[config.mk]
export PLATFORM = sky130hd
export DESIGN_NAME = bbr_window
export DESIGN_NICKNAME = d
export VERILOG_FILES = /design/src/rtl/bbr_pkg.sv /design/src/rtl/bbr_window.sv
export VERILOG_INCLUDE_DIRS = /design/src /design/src/rtl
export SDC_FILE = /design/constraint.sdc
export NUM_CORES = 2
export LEC_CHECK = 0
export ABC_AREA = 1
export BUFFER_PORTS_ARGS = -buffer_cell sky130_fd_sc_hd__buf_2
export CAP_MARGIN = 20
export CORE_ASPECT_RATIO = 0.6
export CORE_MARGIN = 1
export CORE_UTILIZATION = 50
export CTS_CLUSTER_SIZE = 12
export DETAILED_ROUTE_END_ITERATION = 8
export PLACE_DENSITY = 0.79
export SLEW_MARGIN = 10
export SYNTH_ARGS = -nofsm -noshare
export SYNTH_HDL_FRONTEND = slang
export SYNTH_SLANG_ARGS = --single-unit
[constraint.sdc]
create_clock -name i_clk -period 15.8 [get_ports i_clk]
set_input_delay 4.74 -clock i_clk [delete_from_list [all_inputs] [get_ports i_clk]]
set_output_delay 4.74 -clock i_clk [all_outputs]
set_load 0.05 [all_outputs]
[src/rtl/box_blur_3x3_rgb_macros.svh]
// assertion helpers shared by the blur rtl
`ifndef BOX_BLUR_3X3_RGB_MACROS_SVH
`define BOX_BLUR_3X3_RGB_MACROS_SVH

`ifndef SYNTHESIS
// same-cycle implication
`define BBR_ASSERT_NOW(label, clk, rst_n, ante, cons, msg) \
    label: assert property (@(posedge clk) disable iff (!rst_n) (ante) |-> (cons)) \
        else $error(msg);
// next-cycle implication
`define BBR_ASSERT_NEXT(label, clk, rst_n, ante, cons, msg) \
    label: assert property (@(posedge clk) disable iff (!rst_n) (ante) |=> (cons)) \
        else $error(msg);
`else
`define BBR_ASSERT_NOW(label, clk, rst_n, ante, cons, msg)
`define BBR_ASSERT_NEXT(label, clk, rst_n, ante, cons, msg)
`endif

`endif

[src/rtl/bbr_pkg.sv]
package bbr_pkg;

    localparam int CH_W        = 8;
    localparam int PIX_W       = 3 * CH_W;
    localparam int SUM_W       = 12;
    localparam int RECIP_W     = 17;
    localparam int RECIP_SHIFT = 16;
    localparam int PROD_W      = SUM_W + RECIP_W;
    localparam int WIDTH_REG_W  = 12;
    localparam int HEIGHT_REG_W = 16;
    localparam int CFG_W       = 16;
    localparam int CFG_IDX_W   = 1;

    localparam logic [CFG_IDX_W-1:0] REG_WIDTH  = 1'd0;
    localparam logic [CFG_IDX_W-1:0] REG_HEIGHT = 1'd1;

    localparam logic [WIDTH_REG_W-1:0]  RESET_WIDTH  = 12'd640;
    localparam logic [HEIGHT_REG_W-1:0] RESET_HEIGHT = 16'd480;

    typedef logic [PIX_W-1:0] t_pix;

    // per-item control handed from the counters to the window stage
    typedef struct packed {
        logic emit;
        logic use_top;
        logic use_bot;
        logic use_left;
        logic use_right;
        logic row_end;
        logic frame_end;
    } t_s1_ctl;

    // 2^16 / count, rounded up; exact floor for sums up to 9 * 255
    function automatic logic [RECIP_W-1:0] bbr_recip(input logic [1:0] rows,
                                                     input logic [1:0] cols);
        logic [RECIP_W-1:0] r;
        case ({rows, cols})
            4'b0101: r = 17'd65536;
            4'b0110: r = 17'd32768;
            4'b1001: r = 17'd32768;
            4'b0111: r = 17'd21846;
            4'b1101: r = 17'd21846;
            4'b1010: r = 17'd16384;
            4'b1011: r = 17'd10923;
            4'b1110: r = 17'd10923;
            4'b1111: r = 17'd7282;
            default: r = 17'd65536;
        endcase
        return r;
    endfunction

endpackage

[src/rtl/bbr_window.sv]
`include "box_blur_3x3_rgb_macros.svh"

module bbr_window #(
    parameter int MAX_WIDTH = 2048
) (
    input  logic                         i_clk,
    input  logic                         i_rst_n,
    input  logic                         i_accept,
    input  bbr_pkg::t_pix                i_pix,
    input  bbr_pkg::t_s1_ctl             i_ctl,
    input  logic [$clog2(MAX_WIDTH)-1:0] i_addr,
    input  bbr_pkg::t_pix                i_up,
    input  bbr_pkg::t_pix                i_mid,
    input  logic                         i_out_ready,
    output logic                         o_in_ready,
    output logic                         o_wr_en,
    output logic [$clog2(MAX_WIDTH)-1:0] o_wr_addr,
    output bbr_pkg::t_pix                o_wr_pix,
    output logic                         o_out_valid,
    output bbr_pkg::t_pix                o_out_pix,
    output logic                         o_row_end,
    output logic                         o_frame_end
);
    import bbr_pkg::*;

    localparam int CW = $clog2(MAX_WIDTH);

    logic               r_s1_valid;
    t_pix               r_s1_pix;
    t_s1_ctl            r_s1_ctl;
    logic [CW-1:0]      r_s1_addr;
    logic [2:0][2:0][PIX_W-1:0] r_win;
    logic [2:0][2:0][PIX_W-1:0] n_win;

    logic               r_out_valid;
    t_pix               r_out_pix;
    logic               r_row_end;
    logic               r_frame_end;

    logic               s1_adv;
    logic [2:0]         row_use;
    logic [2:0]         col_use;
    logic [1:0]         rows;
    logic [1:0]         cols;
    logic [RECIP_W-1:0] recip;
    logic [2:0][SUM_W-1:0]  sum;
    logic [2:0][PROD_W-1:0] prod;
    t_pix               mean;

    assign s1_adv     = r_s1_valid && (!r_s1_ctl.emit || !r_out_valid || i_out_ready);
    assign o_in_ready = !r_s1_valid || s1_adv;

    // window after this item's shift, then masked sums and mean by reciprocal
    always_comb begin
        n_win[0]    = r_win[1];
        n_win[1]    = r_win[2];
        n_win[2][0] = i_up;
        n_win[2][1] = i_mid;
        n_win[2][2] = r_s1_pix;

        row_use = {r_s1_ctl.use_bot, 1'b1, r_s1_ctl.use_top};
        col_use = {r_s1_ctl.use_right, 1'b1, r_s1_ctl.use_left};
        rows    = 2'd1 + 2'(r_s1_ctl.use_top) + 2'(r_s1_ctl.use_bot);
        cols    = 2'd1 + 2'(r_s1_ctl.use_left) + 2'(r_s1_ctl.use_right);
        recip   = bbr_recip(rows, cols);

        sum = '0;
        for (int c = 0; c < 3; c++) begin
            for (int r = 0; r < 3; r++) begin
                for (int ch = 0; ch < 3; ch++) begin
                    if (col_use[c] && row_use[r]) begin
                        sum[ch] = sum[ch] + SUM_W'(n_win[c][r][ch*CH_W +: CH_W]);
                    end
                end
            end
        end
        for (int ch = 0; ch < 3; ch++) begin
            prod[ch] = PROD_W'(sum[ch]) * PROD_W'(recip);
            mean[ch*CH_W +: CH_W] = prod[ch][RECIP_SHIFT +: CH_W];
        end
    end

    always_ff @(posedge i_clk) begin
        if (!i_rst_n) begin
            r_s1_valid <= 1'b0;
        end else if (o_in_ready) begin
            r_s1_valid <= i_accept;
        end
    end

    always_ff @(posedge i_clk) begin
        if (i_accept) begin
            r_s1_pix  <= i_pix;
            r_s1_ctl  <= i_ctl;
            r_s1_addr <= i_addr;
        end
    end

    always_ff @(posedge i_clk) begin
        if (!i_rst_n) begin
            r_win <= '0;
        end else if (s1_adv) begin
            if (r_s1_ctl.emit && r_s1_ctl.frame_end) begin
                r_win <= '0;
            end else begin
                r_win <= n_win;
            end
        end
    end

    always_ff @(posedge i_clk) begin
        if (!i_rst_n) begin
            r_out_valid <= 1'b0;
        end else if (s1_adv && r_s1_ctl.emit) begin
            r_out_valid <= 1'b1;
        end else if (i_out_ready) begin
            r_out_valid <= 1'b0;
        end
    end

    always_ff @(posedge i_clk) begin
        if (s1_adv && r_s1_ctl.emit) begin
            r_out_pix   <= mean;
            r_row_end   <= r_s1_ctl.row_end;
            r_frame_end <= r_s1_ctl.frame_end;
        end
    end

    assign o_wr_en     = s1_adv;
    assign o_wr_addr   = r_s1_addr;
    assign o_wr_pix    = r_s1_pix;
    assign o_out_valid = r_out_valid;
    assign o_out_pix   = r_out_pix;
    assign o_row_end   = r_row_end;
    assign o_frame_end = r_frame_end;

    `BBR_ASSERT_NOW(a_hold_on_stall, i_clk, i_rst_n, r_s1_valid && r_s1_ctl.emit && r_out_valid && !i_out_ready, !o_in_ready, "input taken while window stage is blocked")
    `BBR_ASSERT_NEXT(a_result_lands, i_clk, i_rst_n, s1_adv && r_s1_ctl.emit, r_out_valid, "emitted word did not reach the output register")

endmodule

==> flow_summary.json <==
{
  "core_sq_um": 63300,
  "grt_usage_pct": 30.4,
  "hpwl_um": 79300,
  "status": "complete, no violations",
  "cts_hold_buffers": 0,
  "wl_um": 97100,
  "ys_types": 57,
  "fin_nets": 5226,
  "worstMarginPinSlew_ns": 1.08,
  "final_common_cell": "inv_1",
  "yosysSeqAreaShare_pct": 15.3,
  "grt_pass1_wl_um": 155000,
  "overflow": 0,
  "cts_buffers": 25,
  "critical_path_class": "flop to flop",
  "place_ws_ns": 1.44,
  "rrSetupSlack_ns": 1.20,
  "fmax_mhz": 68.5,
  "slew_violations": 0,
  "die_area_sq_um": 65800,
  "dr.first_iter.drc_count": 2924,
  "cp.arrival_ns": 14.93,
  "period_share_pct": 92.4,
  "synth-seq-cells": 214,
  "critPathSlowestCell": "a2111oi_0",
  "port_buffers": 157,
  "syn_area_sq_um": 32400,
  "post_cts_buffers": 0,
  "holdWs_ns": 0.423,
  "setup_viol_count_final": 0,
  "synth_cells": 4340,
  "cts_resized": 0,
  "num_antenna_cells": 0,
  "cap_viol_max_count": 0,
  "synth_edf_count": 68,
  "drive_gt1_share_pct": 6.91,
  "final_cell_mix": "inv_1 (904), nand2_1 (803), fa_1 (399), a21oi_1 (362), nor2_1 (338)",
  "dr_wl_met2_um": 37500,
  "end_kind": "flop",
  "clk_latency_ns": 0.58,
  "cp_max_fo": 19,
  "drc_errors": 0,
  "ant_nets": 0,
  "finalCriticalPeriod_ns": 14.60,
  "wl_per_cell_um": 18.4,
  "syn_nets": 5155,
  "required_ns": 16.13,
  "ios": 158,
  "hold_viol": 0,
  "worst_path_largest_cell_delay_ns": 0.67,
  "syn_avg_cell_area_sq_um": 7.46,
  "clk_path_buf_depth": 3,
  "antenna_found_initial": 1,
  "powerDensity_nw_per_um2": 201,
  "setup_ws_ns": 1.20,
  "ir_worst_vdd_v": 0.000267,
  "area_delta_synth_final_pct": 6.91,
  "yosysWarnings": 0,
  "max_slew_margin_pct": 28.1,
  "cts-root-buf": "clkbuf_16",
  "rsz0062_at_grt": "false",
  "wl_met1_um": 44000,
  "layout.cells.non_filler": 5267,
  "top_layer": "met5",
  "p_leak_uw": 0.0171,
  "htreeDepth": 1,
  "cp.buffers_inverters": 14,
  "place_inst": 5223,
  "grt_pass1_vias": 28200,
  "finalSetupTns_ns": 0,
  "start_util_pct": 51.1,
  "p_total_uw": 6960,
  "synth_flop_cell": "dfxtp_1",
  "worst_setup_path_start_kind": "flop",
  "dr.pass1.iters": 7,
  "clk_pin_slew_worst_paths_ns": 0.08,
  "path_delay_family": "adder cells",
  "clock_skew_ns": 0.0247,
  "cts_tree": "done",
  "gp_congestion": 0.991,
  "async_reset_ff_share_pct": 0,
  "via_per_inst": 5.49,
  "clock_sinks": 214,
  "row_count": 71,
  "die_h_um": 199,
  "via_count": 28900,
  "die_w_um": 330,
  "dr_wl_met3_um": 13700,
  "grt_max_degree": 109,
  "hold_class": "flop to flop"
}
registers in the layout, summed over array words and instances (netlist names):
signal,flops
o_wr_pix,24
n_win,144
r_s1_valid,1
o_row_end,1
col_use,2
o_out_valid,1
o_out_pix,24
o_frame_end,1
o_wr_addr,11
r_s1_ctl,5
cell type report:
cell class	instances	area, sq um
tap	839	1050
inverter	914	3440
clock buffer	35	709
timing repair buffer	188	1020
sequential	214	4960
fill	6037	28700
clock inverter	9	75.1
multi-input combinational	3068	23400
cells in the mapped netlist, types with 12 or more instances:
cell type  count  share of area (%)
o21ai_1       12               0.19
a211oi_1      39               0.90
ha_1         322                 12
o21ai_0      181                2.8
buf_4         28               0.65
a21oi_1      362                5.6
inv_1        904                 10
nand4_1       29               0.56
xnor2_1       39                1.1
nand2_1      804                9.3
o21bai_1      17               0.39
nand3b_1      15               0.35
a31oi_1       18               0.35
or2_2         17               0.33
xor2_1        65                1.8
nand2_2       23               0.44
nor2_1       338                3.9
nand3_1      268                4.1
edfxtp_1      68                6.3
nor3_1        31               0.48
fa_1         399                 25
clkbuf_1     104                1.2
dfxtp_1      146                9.0
logic make-up after synthesis:
logic type	Yosys count	synth area share (%)
adder cells (fa/ha/maj)	721	37.1
AND/OR/NAND/NOR	1558	20.5
flip-flops	214	15.3
AO/OA/AOI/OAI	684	11.6
buffers and inverters	1058	12.6
XOR/XNOR	105	2.89
through the flow:
step / utilization (%) / area (sq um)
floorplan: - / 32400
global placement: 53.4 / 33800
detailed placement: 53.4 / 33800
CTS: 54.6 / 34600
global route: 54.6 / 34600
finish: 54.6 / 34600
power breakdown:
group          switching [uW]  internal (uW)
Combinational            3550           2050
Sequential               34.5            729
Clock                     263            329
path summary, 6_finish.rpt:
kind         depth (start not counted)             to        start
max                                 74  o_out_pix[15]   col_use[0]
min reg2reg                          0      o_row_end  r_s1_ctl[1]
max reg2reg                         74  o_out_pix[15]   col_use[0]
min                                  0      o_row_end  r_s1_ctl[1]
routing by layer:
layer,global-route usage (%),vias up
met5,0,-
met2,42.3,1442
met1,44.8,13500
met4,5.19,2
li1,-,13800
met3,11.3,128
Note: power is estimated with default switching activity, not from simulation.
