`src/rtl/box_blur_3x3_rgb_macros.svh`:
```
// assertion helpers shared by the blur rtl
`ifndef BOX_BLUR_3X3_RGB_MACROS_SVH
`define BOX_BLUR_3X3_RGB_MACROS_SVH

`ifndef SYNTHESIS
// same-cycle implication
`define BBR_ASSERT_NOW(label, clk, rst_n, ante, cons, msg) \
    label: assert property (@(posedge clk) disable iff (!rst_n) (ante) |-> (cons)) \
        else $error(msg);
// next-cycle implication
`define BBR_ASSERT_NEXT(label, clk, rst_n, ante, cons, msg) \
    label: assert property (@(posedge clk) disable iff (!rst_n) (ante) |=> (cons)) \
        else $error(msg);
`else
`define BBR_ASSERT_NOW(label, clk, rst_n, ante, cons, msg)
`define BBR_ASSERT_NEXT(label, clk, rst_n, ante, cons, msg)
`endif

`endif

```
`src/rtl/bbr_pkg.sv`:
```
package bbr_pkg;

    localparam int CH_W        = 8;
    localparam int PIX_W       = 3 * CH_W;
    localparam int SUM_W       = 12;
    localparam int RECIP_W     = 17;
    localparam int RECIP_SHIFT = 16;
    localparam int PROD_W      = SUM_W + RECIP_W;
    localparam int WIDTH_REG_W  = 12;
    localparam int HEIGHT_REG_W = 16;
    localparam int CFG_W       = 16;
    localparam int CFG_IDX_W   = 1;

    localparam logic [CFG_IDX_W-1:0] REG_WIDTH  = 1'd0;
    localparam logic [CFG_IDX_W-1:0] REG_HEIGHT = 1'd1;

    localparam logic [WIDTH_REG_W-1:0]  RESET_WIDTH  = 12'd640;
    localparam logic [HEIGHT_REG_W-1:0] RESET_HEIGHT = 16'd480;

    typedef logic [PIX_W-1:0] t_pix;

    // per-item control handed from the counters to the window stage
    typedef struct packed {
        logic emit;
        logic use_top;
        logic use_bot;
        logic use_left;
        logic use_right;
        logic row_end;
        logic frame_end;
    } t_s1_ctl;

    // 2^16 / count, rounded up; exact floor for sums up to 9 * 255
    function automatic logic [RECIP_W-1:0] bbr_recip(input logic [1:0] rows,
                                                     input logic [1:0] cols);
        logic [RECIP_W-1:0] r;
        case ({rows, cols})
            4'b0101: r = 17'd65536;
            4'b0110: r = 17'd32768;
            4'b1001: r = 17'd32768;
            4'b0111: r = 17'd21846;
            4'b1101: r = 17'd21846;
            4'b1010: r = 17'd16384;
            4'b1011: r = 17'd10923;
            4'b1110: r = 17'd10923;
            4'b1111: r = 17'd7282;
            default: r = 17'd65536;
        endcase
        return r;
    endfunction

endpackage

```
`src/rtl/bbr_ctrl.sv`:
```
`include "box_blur_3x3_rgb_macros.svh"

module bbr_ctrl #(
    parameter int MAX_WIDTH = 2048
) (
    input  logic                            i_clk,
    input  logic                            i_rst_n,
    input  logic                            i_accept,
    input  logic                            i_cfg_we,
    input  logic [bbr_pkg::CFG_IDX_W-1:0]   i_cfg_idx,
    input  logic [bbr_pkg::CFG_W-1:0]       i_cfg_data,
    output logic [$clog2(MAX_WIDTH)-1:0]    o_addr,
    output bbr_pkg::t_s1_ctl                o_ctl
);
    import bbr_pkg::*;

    localparam int CW   = $clog2(MAX_WIDTH);
    localparam int EW   = $clog2(MAX_WIDTH + 2);
    localparam int CMPW = (EW > WIDTH_REG_W) ? EW : WIDTH_REG_W;
    localparam int RW   = HEIGHT_REG_W + 1;

    logic [WIDTH_REG_W-1:0]  r_width;
    logic [HEIGHT_REG_W-1:0] r_height;
    logic [CW-1:0]           r_in_col;
    logic [CW-1:0]           r_out_col;
    logic [HEIGHT_REG_W-1:0] r_out_row;
    logic [EW-1:0]           r_acc;

    logic [CW-1:0]           n_in_col;
    logic [CW-1:0]           n_out_col;
    logic [HEIGHT_REG_W-1:0] n_out_row;
    logic [EW-1:0]           n_acc;

    logic [CMPW-1:0]         width_ext;
    logic [EW-1:0]           eff_w;
    logic [HEIGHT_REG_W-1:0] eff_h;
    logic [RW-1:0]           out_row_inc;
    t_s1_ctl                 ctl;

    always_comb begin
        width_ext = CMPW'(r_width);
        if (width_ext == '0) begin
            eff_w = EW'(1);
        end else if (width_ext > CMPW'(MAX_WIDTH)) begin
            eff_w = EW'(MAX_WIDTH);
        end else begin
            eff_w = EW'(width_ext);
        end
        eff_h = (r_height == '0) ? HEIGHT_REG_W'(1) : r_height;
        out_row_inc = RW'(r_out_row) + RW'(1);

        ctl.emit      = !(r_acc < (eff_w + EW'(1)));
        ctl.use_top   = (r_out_row != '0);
        ctl.use_bot   = out_row_inc < RW'(eff_h);
        ctl.use_left  = (r_out_col != '0);
        ctl.use_right = (EW'(r_out_col) + EW'(1)) < eff_w;
        ctl.row_end   = !ctl.use_right;
        ctl.frame_end = ctl.row_end && !ctl.use_bot;

        n_in_col = ((EW'(r_in_col) + EW'(1)) >= eff_w) ? '0 : r_in_col + CW'(1);
        n_acc     = r_acc;
        n_out_col = r_out_col;
        n_out_row = r_out_row;
        if (!ctl.emit) begin
            n_acc = r_acc + EW'(1);
        end else if (ctl.frame_end) begin
            n_acc     = '0;
            n_in_col  = '0;
            n_out_col = '0;
            n_out_row = '0;
        end else if (ctl.row_end) begin
            n_out_col = '0;
            n_out_row = out_row_inc[HEIGHT_REG_W-1:0];
        end else begin
            n_out_col = r_out_col + CW'(1);
        end
    end

    always_ff @(posedge i_clk) begin
        if (!i_rst_n) begin
            r_width  <= RESET_WIDTH;
            r_height <= RESET_HEIGHT;
        end else if (i_cfg_we) begin
            case (i_cfg_idx)
                REG_WIDTH:  r_width  <= i_cfg_data[WIDTH_REG_W-1:0];
                REG_HEIGHT: r_height <= i_cfg_data[HEIGHT_REG_W-1:0];
                default: ;
            endcase
        end
    end

    always_ff @(posedge i_clk) begin
        if (!i_rst_n) begin
            r_in_col  <= '0;
            r_out_col <= '0;
            r_out_row <= '0;
            r_acc     <= '0;
        end else if (i_accept) begin
            r_in_col  <= n_in_col;
            r_out_col <= n_out_col;
            r_out_row <= n_out_row;
            r_acc     <= n_acc;
        end
    end

    assign o_addr = r_in_col;
    assign o_ctl  = ctl;

    `BBR_ASSERT_NEXT(a_frame_restart, i_clk, i_rst_n, i_accept && ctl.emit && ctl.frame_end, (r_acc == '0) && (r_in_col == '0) && (r_out_row == '0), "counters not cleared after frame end")

endmodule

```
`config.mk`:
```
export PLATFORM = sky130hd
export DESIGN_NAME = bbr_ctrl
export DESIGN_NICKNAME = d
export VERILOG_FILES = /design/src/rtl/bbr_pkg.sv /design/src/rtl/bbr_ctrl.sv
export VERILOG_INCLUDE_DIRS = /design/src /design/src/rtl
export SDC_FILE = /design/constraint.sdc
export NUM_CORES = 1
export LEC_CHECK = 0
export ABC_CLOCK_PERIOD_IN_PS = 4820
export BUFFER_PORTS_ARGS = -buffer_cell sky130_fd_sc_hd__buf_2
export CELL_PAD_IN_SITES_DETAIL_PLACEMENT = 1
export CELL_PAD_IN_SITES_GLOBAL_PLACEMENT = 1
export CORE_MARGIN = 2
export CORE_UTILIZATION = 47
export CTS_BUF_LIST = sky130_fd_sc_hd__clkbuf_4 sky130_fd_sc_hd__clkbuf_8
export DETAILED_ROUTE_END_ITERATION = 8
export PLACE_DENSITY = 0.9
export RECOVER_POWER = 50
export SETUP_SLACK_MARGIN = 0.02
export SLEW_MARGIN = 20
export SYNTH_ARGS = -nofsm -noshare
export SYNTH_HDL_FRONTEND = slang
export SYNTH_SLANG_ARGS = --single-unit
```
`constraint.sdc`:
```
create_clock -name i_clk -period 4.82 [get_ports i_clk]
set_clock_uncertainty 0.05 [all_clocks]
set_input_delay 0.723 -clock i_clk [delete_from_list [all_inputs] [get_ports i_clk]]
set_output_delay 0.723 -clock i_clk [all_outputs]
set_load 0.05 [all_outputs]
```
==> summary.txt, run 1 <==
Synth
  – Synth area leader: dfxtp_1
  – EDFF count, synth: 0
  – Syn nets: 779
  – Unique cell type count in the Yosys netlist: 60
  – Post-synthesis cell count: 703
  – Top post-synthesis cells by area: dfxtp_1 (28%), ha_1 (12%), nand2_1 (6.6%)
  – Synth top area share: 0.280
  – Register bit total from synthesis: 78
  – Syn_area_per_cell: 7.94 sq um
  – Primary FF master, synth: dfxtp_1
  – Synth warn: 0
  – Mapped Area: 5580 sq um
  – Register area share after synthesis: 0.280
  – Ys async rst share: 0

Finish
  – Final Util: 0.531
  – Layout filler cell count: 1431
  – Nets: 803
  – Non-Filler Instances: 875
  – N_diodes: 0
  – Area Growth Syn to Fin: 9.52%
  – Register Area: 1560 sq um
  – Area of the multi-input gates: 3780 sq um
  – Share of cells above drive strength 1: 0.101

Floorplanning
  – Die Y: 113 microns
  – Core area: 11500 sq um
  – Die area: 12800 sq um
  – # rows: 39
  – I/O Pins: 39
  – Overall die width: 113 microns
  – Initial Util: 0.485

CTS
  – CTS sink count: 78
  – TritonCTS Buffers: 9
  – Maximum clock path buffer count: 2
  – Worst-Skew Late Latency: 0.39 ns
  – CTS root buffer: clkbuf_8
  – # H-tree levels: 3
  – CTS tree: yes
  – Reg clk slew, reported paths: 0.09 ns

Critical path
  – Worst Setup Start Kind: flop
  – Top cell family by delay on the critical path: simple AND/OR/NAND/NOR gates
  – Cell count along the critical path: 14
  – CP required: 4.05 ns
  – CP Max Fanout: 13
  – Worst path slowest cell: dfxtp_1
  – CP Data Arrival Time: 3.84 ns
  – Crit path kind: flop to primary output
  – FF-to-FF path depth: 17
  – Worst R2R End: r_out_col[9]
  – Buf+Inv Stages, Crit Path: 2
  – Crit-path most repeated cell: nand3_1
  – Reg-to-reg critical path startpoint: r_width[2]
  – Worst-path cell chain: ha_2 -> and3_1 -> nand3_1 -> nor2_4 -> nand3_1 -> xnor2_2 -> ha_1 -> nand4_1 -> nor3_2 -> nand3_1 -> o221ai_2 -> buf_4 -> nor2_2 -> clkbuf_4
  – Worst path max stage delay: 0.40 ns
  – Crit. End Element: primary output
  – Worst R2R Setup Slack: 0.39 ns

Placed design
  – Port Buf Inserts: 38
  – Hpwl dp: 12400 microns
  – Placed Cells: 854
  – Global placer's final weighted congestion: 0.924

Drt
  – Final ANT Viol Nets: 0
  – Avg Vias per Cell: 6.23
  – Routed WL per cell: 19.8 microns
  – Met3 WL: 682 microns
  – M1 wire length: 7250 microns
  – First DRT Iteration DRCs: 295
  – Drc violations: 3
  – DR pass1 iterations: 7
  – Via count: 5453
  – Total wire length: 17300 microns
  – Highest Signal Layer: met4
  – Routed wl met2: 8680 microns

Run status
  – Status: finished, violations left
  – Failing checks: design-rule violations

Timing
  – Final hold viol count: 0
  – Tightest Pin Transition: 1.00 ns
  – Slew Viols, Final: 0
  – Fmax: 217 MHz
  – Finish-stage setup viols: 0
  – RSZ-0062 raised after global routing: yes
  – Min Clock Period, post-route: 4.61 ns
  – Share of the clock period used by the worst path: 0.957
  – Rel. slew slack: 0.313

Power
  – Worst vdd ir: 229 uV
  – Lkg Pwr: 2.56 nW
  – Power per cell area: 217 nW/um^2

Global routing
  – GRT overflow: 0
  – Vias in the first global route: 5728
  – First-pass GRT wire length: 28100 microns
  – Pin count of the biggest net entering global routing: 60
  – Initial antenna violation count: 0
  – Total track usage: 0.274

Hold path
  – Worst hold path type: flop to flop
  – Hold Path End: r_acc[11]
  – Hold Crit Depth: 2
  – Hold_sp: r_acc[11]

Flow run
  – Max Cap Viol: 0
==> cell families after synthesis <==
| family | Yosys count | share of synthesized area |
|---|---|---|
| buffers and inverters | 77 | 0.0551 |
| multiplexers | 12 | 0.0215 |
| AO/OA/AOI/OAI | 131 | 0.165 |
| XOR/XNOR | 50 | 0.0784 |
| AND/OR/NAND/NOR | 299 | 0.275 |
| adder cells (fa/ha/maj) | 56 | 0.125 |
| flip-flops | 78 | 0.280 |
==> how the worst max path moves through the flow <==
stage | start | end
4_1_cts | r_out_row[2] | o_ctl[4]
2_1_floorplan | r_out_col[0] | o_ctl[0]
5_1_grt | r_out_row[0] | o_ctl[4]
3_3_place_gp | r_out_row[0] | o_ctl[4]
3_5_place_dp | r_out_row[0] | o_ctl[4]
6_report | r_out_row[1] | o_ctl[4]
==> power by group <==
part	switching, mW	internal, mW	total, mW
Sequential	0.0212	0.658	0.680
Clock	0.276	0.196	0.472
Combinational	0.109	0.0642	0.173
==> cell usage after synthesis (4+ instances only) <==
cell,number
buf_2,9
nand4b_1,7
and3_1,22
o211ai_1,5
nor2b_1,5
o21ai_0,16
a21o_1,5
clkbuf_1,23
a21oi_1,25
a21boi_0,24
nand3b_1,10
nor3b_1,4
mux2i_1,12
a21boi_1,22
nand3_1,55
nor2_1,31
inv_1,40
o21ai_1,7
nand2_1,98
xor2_1,26
dfxtp_1,78
nand4_1,28
a31oi_1,5
a41oi_1,4
nor4_1,8
xnor2_1,24
ha_1,55
and2_1,4
nor3_1,11
==> flip-flops by register name, indices dropped and copies added, names as in the netlist <==
signal	cells
r_acc	12
r_out_row	16
o_addr	11
r_out_col	11
r_width	12
r_height	16
==> stage by stage <==
| stage | cell area [sq um] | TNS [ns] | hold slack, ns | power [mW] | worst slack (ns) |
|---|---|---|---|---|---|
| CTS | 6050 | 0 | 0.448 | 1.33 | 0.0349 |
| global route | 6110 | -0.0613 | 0.479 | 1.38 | -0.0323 |
| detailed placement | 5850 | 0 | 0.434 | 0.854 | 0.277 |
| floorplan | 5580 | 0 | 0.393 | 0.800 | 0.615 |
| finish | 6110 | 0 | 0.449 | 1.32 | 0.205 |
| global placement | 5850 | 0 | 0.424 | 0.841 | 0.433 |
==> layout by cell type (no fill, tap or decap), drive strengths merged, types with 4 or more instances in the layout <==
cell / count
nand2: 99
dfxtp: 78
nand3: 56
ha: 55
a21boi: 46
inv: 41
buf: 34
nor2: 32
nand4: 28
xor2: 26
clkbuf: 26
a21oi: 25
xnor2: 24
o21ai: 24
and3: 22
mux2i: 12
nor3: 11
nand3b: 10
nor4: 10
nand4b: 7
o211ai: 7
nor2b: 5
a21o: 5
a31oi: 5
and2: 5
a41oi: 4
nor3b: 4
clkinv: 4
==> cell type report <==
class | instances | share of cell area
multi-input combinational | 548 | 0.618
sequential | 78 | 0.256
clock inverter | 6 | 0.00778
inverter | 40 | 0.0246
clock buffer | 10 | 0.0215
tap | 143 | 0.0293
timing repair buffer | 50 | 0.0430
==> routing by layer <==
layer  global-route usage  vias up
li1                     -     2553
met1                0.315     2708
met2                0.482      136
met3               0.0514       56
met4                0.145        0
met5                    0        -
==> worst reg2reg max path: stages, from the launching register on <==
cell and delay [ns]:
dfxtp_1 0.38, nor4_4 0.38, a31oi_2 0.19, nor2_2 0.17, ha_1 0.24, inv_1 0.06, nor2_1 0.19, nand2_1 0.12
or3_1 0.37, xnor2_1 0.15, ha_1 0.32, a21oi_1 0.07, a21boi_0 0.22, a2111o_1 0.20, clkbuf_2 0.44, nand2_1 0.22
or4_1 0.44, a21boi_1 0.15
==> repair_timing <==
item                       in CTS  in global routing
hold buffers                    0                  0
setup endpoints to repair       3                  4
pin swaps                       0                  4
resized for setup               5                 11
setup buffers                   0                  5
(Power assumes the default switching activity.)
==> run 2, diff against run 1 <==
ABC_AREA = 1   (was not set)
ABC_CLOCK_PERIOD_IN_PS = 3800   (was 4820)
CORE_UTILIZATION = 41   (was 47)
PLACE_DENSITY = 0.86   (was 0.9)
SKIP_LAST_GASP = 1   (was not set)
clock period = 3.8 ns   (was 4.82 ns; I/O delays follow)
==> summary.txt, run 2 <==
Critical path
  – Cell count along the critical path: 17 (+3)
  – Crit path kind: flop to primary output
  – Crit. End Element: primary output
  – Buf+Inv Stages, Crit Path: 6 (+4)
  – FF-to-FF path depth: 22 (+5)
  – CP Data Arrival Time: 3.29 ns (-0.55 ns)
  – Worst path slowest cell: dfxtp_2
  – Worst-path cell chain: inv_2 -> nor3_4 -> nand3_2 -> nor3_4 -> buf_4 -> xor2_1 -> inv_1 -> ha_1 -> a21oi_1 -> nor2_1 -> a211oi_2 -> nor2_1 -> nor2_2 -> nand3_4 -> inv_4 -> buf_4 -> buf_8
  – Top cell family by delay on the critical path: simple AND/OR/NAND/NOR gates
  – Worst Setup Start Kind: flop
  – CP required: 3.18 ns (-0.87 ns)
  – CP Max Fanout: 6 (-7)
  – Worst path max stage delay: 0.38 ns (-0.02 ns)

Power
  – Worst vdd ir: 208 uV (-9.3%)
  – Pint: 1.18 mW (+28%)
  – Final Power: 1.76 mW (+33%)
  – Clock share of power: 0.339 (-0.017)
  – Logic pwr share: 0.173 (+0.042)
  – Psw: 0.584 mW (+44%)
  – Lkg Pwr: 2.98 nW (+17%)
  – Switching share of power: 0.331 (+0.0253)
  – Power per cell area: 271 nW/um^2 (+25%)
  – Flop pwr share: 0.488 (-0.025)

Floorplanning
  – Overall die width: 119 microns (+5.1%)
  – I/O Pins: 39 (unchanged)
  – Core area: 12700 sq um (+10%)
  – Initial Util: 0.425 (-0.0602)
  – Die Y: 119 microns (+5.1%)
  – # rows: 41 (+5.1%)
  – Die area: 14100 sq um (+11%)

Synth
  – Synth top area share: 0.289 (+0.00939)
  – Ys async rst share: 0 (unchanged)
  – Register area share after synthesis: 0.289 (+0.00939)
  – Synth area leader: dfxtp_1
  – Top post-synthesis cells by area: dfxtp_1 (29%), ha_1 (13%), nand2_1 (9.5%)
  – Post-synthesis cell count: 767 (+9.1%)
  – Unique cell type count in the Yosys netlist: 39 (-35%)
  – Primary FF master, synth: dfxtp_1
  – Mapped Area: 5400 sq um (-3.2%)
  – Synth warn: 0 (unchanged)
  – Register bit total from synthesis: 78 (unchanged)
  – Post-synth top cells: nand2_1 (136), inv_1 (99), nor2_1 (79)
  – Count leader, synth: nand2_1
  – Syn_area_per_cell: 7.04 sq um (-11%)
  – EDFF count, synth: 0 (unchanged)
  – Syn nets: 843 (+8.2%)

Timing
  – Tightest Pin Transition: 0.701 ns (-0.304 ns)
  – Slew Viols, Final: 0 (unchanged)
  – Fmax: 256 MHz
  – RSZ-0062 raised after global routing: yes
  – Post-Route Setup TNS: -0.184 ns (-0.184 ns)
  – Rel. slew slack: 0.532 (+0.219)
  – Share of the clock period used by the worst path: 1.03
  – Finish-stage setup viols: 3 (+3)
  – Final worst slack: -0.112 ns (-0.318 ns)
  – Final hold viol count: 0 (unchanged)
  – Min Clock Period, post-route: 3.91 ns

Finish
  – N_diodes: 0 (unchanged)
  – Share of cells above drive strength 1: 0.200 (+0.0989)
  – Final Util: 0.510 (-0.0206)
  – Regs by FF count: r_height x16, r_out_row x16
  – Highest-count cells in the layout ignoring fill and taps: nand2_1 (131), inv_1 (94), a21oi_1 (73)
  – Most common cell after layout, fill and taps aside: nand2_1
  – Area Growth Syn to Fin: 20.2%
  – Final instance area: 6490 sq um (+6.2%)
  – Nets: 912 (+14%)

CTS
  – CTS tree: yes
  – Hold_buf cts: 0 (unchanged)
  – CTS root buffer: clkbuf_8
  – Worst-Skew Late Latency: 0.39 ns (about the same)
  – CTS sink count: 78 (unchanged)
  – TritonCTS Buffers: 9 (unchanged)
  – Reg clk slew, reported paths: 0.10 ns (about the same)
  – Maximum clock path buffer count: 2 (unchanged)
  – # H-tree levels: 3 (unchanged)

Drt
  – Total wire length: 19200 microns (+11%)
  – First DRT Iteration DRCs: 359 (+22%)
  – Final ANT Viol Nets: 0 (unchanged)
  – Avg Vias per Cell: 5.58 (-10%)
  – Via count: 5650 (+3.6%)
  – Routed WL per cell: 18.9 microns (-4.2%)
  – Drc violations: 0 (-3)
  – DR pass1 iterations: 4 (-3)

Global routing
  – Initial antenna violation count: 0 (unchanged)
  – Pin count of the biggest net entering global routing: 48 (-20%)
  – Total track usage: 0.240 (-0.0339)
  – First-pass GRT wire length: 27200 microns (-3.3%)
  – GRT overflow: 0 (unchanged)
  – Vias in the first global route: 5670 (-1.0%)

Placed design
  – Hpwl dp: 12500 microns (+1.5%)
  – Placed Area: 5770 sq um (-1.3%)
  – Port Buf Inserts: 38 (unchanged)
  – Global placer's final weighted congestion: 0.866 (-6.3%)
  – Pre-CTS WS: -0.0360 ns (-0.313 ns)

Run status
  – Status: finished, violations left
  – Failing checks: negative setup slack

Hold path
  – Worst hold path type: input pin to flop
  – Hold Crit Depth: 3 (+1)

Flow run
  – Max Cap Viol: 0 (unchanged)
[run 2: cell count changes after synthesis, sizes merged, moves of 8 or more]
cell    delta
inv       +62
a21oi     +53
nor2      +53
a21boi    -46
nand2     +43
o21ai     +27
and3      -22
nand3     -15
xnor2     -15
mux2i     -12
clkbuf    -11
nor3      +11
nand3b     -9
xor2       +8
[run 2: layer usage]
metal,global-route usage,up-vias,share of wire
met2,0.444,167,0.52
li1,-,2662,-
met3,0.0420,54,0.042
met1,0.270,2767,0.40
met5,0,-,0
met4,0.0975,0,0.035
[run 2: worst reg2reg max path: cells and delay by family, from the launching register on]
family | cells | cell delay [ns]
compound gates | 3 | 0.67
xor+xnor | 1 | 0.10
fa+ha+maj | 1 | 0.31
buf+inv | 4 | 0.52
flops | 1 | 0.35
simple gates | 13 | 1.71
[run 2: cells by family after synthesis]
group	synth area share
AO/OA/AOI/OAI	0.141
XOR/XNOR	0.0697
adder cells (fa/ha/maj)	0.127
buffers and inverters	0.0980
flip-flops	0.289
AND/OR/NAND/NOR	0.275
[run 2: worst paths after layout]
check	start	slack, ns	to
max	r_out_row[4]	-0.11	o_ctl[4]
min	i_cfg_data[7]	0.38	r_width[7]
max reg2reg	r_width[5]	-0.01	r_out_row[7]
min reg2reg	r_height[12]	0.45	r_height[12]
[run 2: final cells by class]
cell class / count / area (sq um)
clock buffers: 10 / 131
clock inverters: 5 / 36.3
fillers: 1684 / 6230
inverters: 103 / 399
multi-input cells: 563 / 3580
flip-flops and latches: 78 / 1600
well taps: 172 / 215
repair buffers: 81 / 531
[run 2: power by group through the flow]
| stage | clock (mW) | sequential, mW | combinational, mW |
|---|---|---|---|
| 5_1_grt | 0.643 | 0.861 | 0.333 |
| 6_report | 0.598 | 0.859 | 0.304 |
| 4_1_cts | 0.603 | 0.859 | 0.274 |
| 3_3_place_gp | 0 | 0.876 | 0.247 |
| 2_1_floorplan | 0 | 0.879 | 0.175 |
| 3_5_place_dp | 0 | 0.878 | 0.268 |
[run 2: per-stage QoR]
| stage | hold WS (ns) | instances |
|---|---|---|
| global placement | 0.420 | 967 |
| floorplan | 0.400 | 767 |
| detailed placement | 0.440 | 967 |
| CTS | 0.374 | 990 |
| global route | 0.390 | 1012 |
| finish | 0.382 | 1012 |
[run 2: timing repair]
item / 4_1_cts / 5_1_grt
buffers inserted: 8 / 22
endpoints found under the setup margin: 38 / 55
pin swaps: 5 / 31
resized for setup: 26 / 72
==> run 3, diff against run 2 <==
ABC_AREA = not set   (was 1)
ABC_CLOCK_PERIOD_IN_PS = 3400   (was 3800)
CORE_UTILIZATION = 43   (was 41)
PLACE_DENSITY = 0.87   (was 0.86)
clock period = 3.4 ns   (was 3.8 ns; I/O delays follow)
==> summary.txt, run 3 (same netlist as run 1, synthesis figures left out) <==
Run status
  – Status: finished, violations left
  – Failing checks: max-capacitance violations, max-slew violations, negative setup slack

Timing
  – Slew Viols, Final: 48 (+48)
  – Final hold viol count: 0 (unchanged)
  – Min Clock Period, post-route: 4.60 ns
  – Share of the clock period used by the worst path: 1.35
  – Tightest Pin Transition: 1.97 ns (+1.27 ns)
  – RSZ-0062 raised after global routing: yes
  – Rel. slew slack: -0.311 (-0.843)
  – Finish-stage setup viols: 55 (+52)
  – Final worst slack: -1.20 ns (-1.09 ns)
  – Post-Route Setup TNS: -51.03 ns (-50.85 ns)
  – Fmax: 217 MHz

CTS
  – CTS tree: yes
  – Maximum clock path buffer count: 2 (unchanged)
  – TritonCTS Buffers: 9 (unchanged)
  – # H-tree levels: 3 (unchanged)
  – Worst-Skew Late Latency: 0.42 ns (+0.03 ns)
  – CTS sink count: 78 (unchanged)
  – CTS root buffer: clkbuf_8
  – Hold_buf cts: 0 (unchanged)
  – Reg clk slew, reported paths: 0.11 ns (about the same)

Placed design
  – Global placer's final weighted congestion: 0.880 (+1.6%)
  – Hpwl dp: 14700 microns (+17%)
  – Pre-CTS WS: -0.598 ns (-0.562 ns)
  – Port Buf Inserts: 38 (unchanged)
  – Placed Cells: 958 (-0.93%)

Finish
  – Most common cell after layout, fill and taps aside: buf_4
  – Regs by FF count: r_height x16, r_out_row x16
  – Nets: 926 (+1.5%)
  – Non-Filler Instances: 1027 (+1.5%)
  – Area of the multi-input gates: 4560 sq um (+27%)
  – Share of cells above drive strength 1: 0.385 (+0.185)
  – Final Util: 0.647 (+0.137)
  – Layout filler cell count: 1443 (-14%)
  – Highest-count cells in the layout ignoring fill and taps: buf_4 (108), nand2_1 (90), dfxtp_1 (65)
  – N_diodes: 0 (unchanged)
  – Area Growth Syn to Fin: 46.8%
  – Register Area: 1590 sq um (-0.47%)

Floorplanning
  – Overall die width: 118 microns (-0.70%)
  – I/O Pins: 39 (unchanged)
  – Core area: 12700 sq um (-0.40%)
  – # rows: 41 (unchanged)
  – Initial Util: 0.441 (+0.0160)
  – Die area: 13900 sq um (-1.4%)
  – Die Y: 118 microns (-0.70%)

Power
  – Final Power: 2.14 mW (+21%)
  – Flop pwr share: 0.450 (-0.038)
  – Psw: 0.726 mW (+24%)
  – Clock share of power: 0.374 (+0.035)
  – Switching share of power: 0.340 (+0.00805)
  – Power per cell area: 261 nW/um^2 (-3.9%)
  – Logic pwr share: 0.176 (+0.003)
  – Lkg Pwr: 3.41 nW (+15%)
  – Worst vdd ir: 238 uV (+14%)
  – Pint: 1.41 mW (+20%)

Hold path
  – Hold Crit Depth: 3 (unchanged)
  – Hold_sp: i_cfg_data[14]
  – Worst hold path type: input pin to flop
  – Hold Path End: r_height[14]

Drt
  – Via count: 7091 (+26%)
  – Total wire length: 32500 microns (+69%)
  – Avg Vias per Cell: 6.90 (+24%)
  – DR pass1 iterations: 7 (+3)
  – Final ANT Viol Nets: 0 (unchanged)
  – Routed WL per cell: 31.6 microns (+67%)
  – First DRT Iteration DRCs: 807 (+120%)
  – Drc violations: 0 (unchanged)

Global routing
  – Total track usage: 0.376 (+0.136)
  – Initial antenna violation count: 1 (+1)
  – Pin count of the biggest net entering global routing: 48 (unchanged)
  – First-pass GRT wire length: 40500 microns (+49%)
  – GRT overflow: 0 (unchanged)
  – Vias in the first global route: 7054 (+24%)

Critical path
  – Worst R2R End: o_addr[0]
  – CP Data Arrival Time: 4.85 ns (+1.56 ns)
  – Worst-path cell chain: nor4_4 -> a31oi_2 -> nor2_2 -> ha_2 -> buf_4 -> buf_4 -> xnor2_1 -> ha_1 -> a21o_1 -> a21oi_1 -> o21ai_1 -> a2111o_1 -> buf_6 -> buf_8 -> o211ai_4 -> buf_12 -> nand4b_1 -> a21boi_1
  – FF-to-FF path depth: 18 (-18%)
  – Worst R2R Setup Slack: -1.20 ns (-1.19 ns)
  – Reg-to-reg critical path startpoint: r_width[4]
  – Worst path slowest cell: a2111o_1
  – Buf+Inv Stages, Crit Path: 5 (-1)
  – Worst Setup SP: r_width[4]
  – CP Max Fanout: 8 (+2)
  – Crit-path most repeated cell: buf_4
  – Top cell family by delay on the critical path: compound AO/OA/AOI/OAI gates
  – Worst Setup Start Kind: flop
  – CP required: 3.65 ns (+0.47 ns)
  – Worst path max stage delay: 0.54 ns (+0.16 ns)
  – Crit path kind: flop to flop
  – Crit. End Element: flop

Flow run
  – Max Cap Viol: 1 (+1)
run 3: changes by cell type in the layout (fill, tap and decap cells not counted), moves of 16 or more:
cell / previous run / this run
a21boi_0: 0 / 22
a21oi_1: 73 / 20
buf_4: 42 / 108
inv_1: 94 / 37
nand2_1: 131 / 90
nor2_1: 68 / 23
o21ai_0: 44 / 8
xor2_1: 34 / 18
run 3: timing repair:
item | CTS | global route
gates cloned | 5 | 3
buffers inserted | 26 | 20
gates resized for setup | 97 | 91
setup endpoints to repair | 55 | 55
pin swaps | 55 | 63
run 3: worst reg2reg max path, stage by stage, from the launching register on:
cell	delay (ns)
dfxtp_2	0.36
nor4_4	0.33
a31oi_2	0.17
nor2_2	0.18
ha_2	0.24
buf_4	0.12
buf_4	0.11
xnor2_1	0.13
ha_1	0.28
a21o_1	0.21
a21oi_1	0.42
o21ai_1	0.19
a2111o_1	0.54
buf_6	0.18
buf_8	0.14
o211ai_4	0.15
buf_12	0.18
nand4b_1	0.18
a21boi_1	0.33
run 3: routing by layer:
metal	part of all wire	global-route usage	wire (microns)	vias to the layer above
met4	0.10	0.256	3360	2
met2	0.46	0.652	14900	628
met3	0.092	0.0698	2970	260
li1	-	-	-	2791
met1	0.34	0.416	11200	3410
met5	0.00040	0	13	-
run 3: worst max path at each step:
stage                end  cells after the start  slack, ns
3_3_place_gp    r_acc[3]                     18      -0.26
4_1_cts         o_ctl[6]                     14      -0.54
2_1_floorplan   o_ctl[0]                     14      -0.17
5_1_grt        o_addr[0]                     18      -1.22
3_5_place_dp    r_acc[9]                     18      -0.60
6_report       o_addr[0]                     18      -1.20
run 3: per-stage QoR:
| stage | hold slack (ns) | instance area [sq um] |
|---|---|---|
| 3_5_place_dp | 0.431 | 6660 |
| 2_1_floorplan | 0.393 | 5810 |
| 4_1_cts | 0.296 | 7600 |
| 3_3_place_gp | 0.421 | 6660 |
| 5_1_grt | 0.312 | 8200 |
| 6_report | 0.290 | 8200 |
run 3: cell type report:
| type | count | area share |
|---|---|---|
| clock buffers | 9 | 0.0151 |
| clock inverters | 7 | 0.00885 |
| inverters | 40 | 0.0191 |
| multi-input cells | 548 | 0.557 |
| flip-flops and latches | 78 | 0.194 |
| well taps | 172 | 0.0263 |
| repair buffers | 173 | 0.180 |
run 3: power groups by stage:
stage | logic (mW) | clock network (mW) | registers, mW
6_report | 0.376 | 0.799 | 0.962
3_3_place_gp | 0.246 | 0 | 0.976
2_1_floorplan | 0.161 | 0 | 0.980
5_1_grt | 0.387 | 0.827 | 0.962
4_1_cts | 0.306 | 0.754 | 0.956
3_5_place_dp | 0.270 | 0 | 0.978
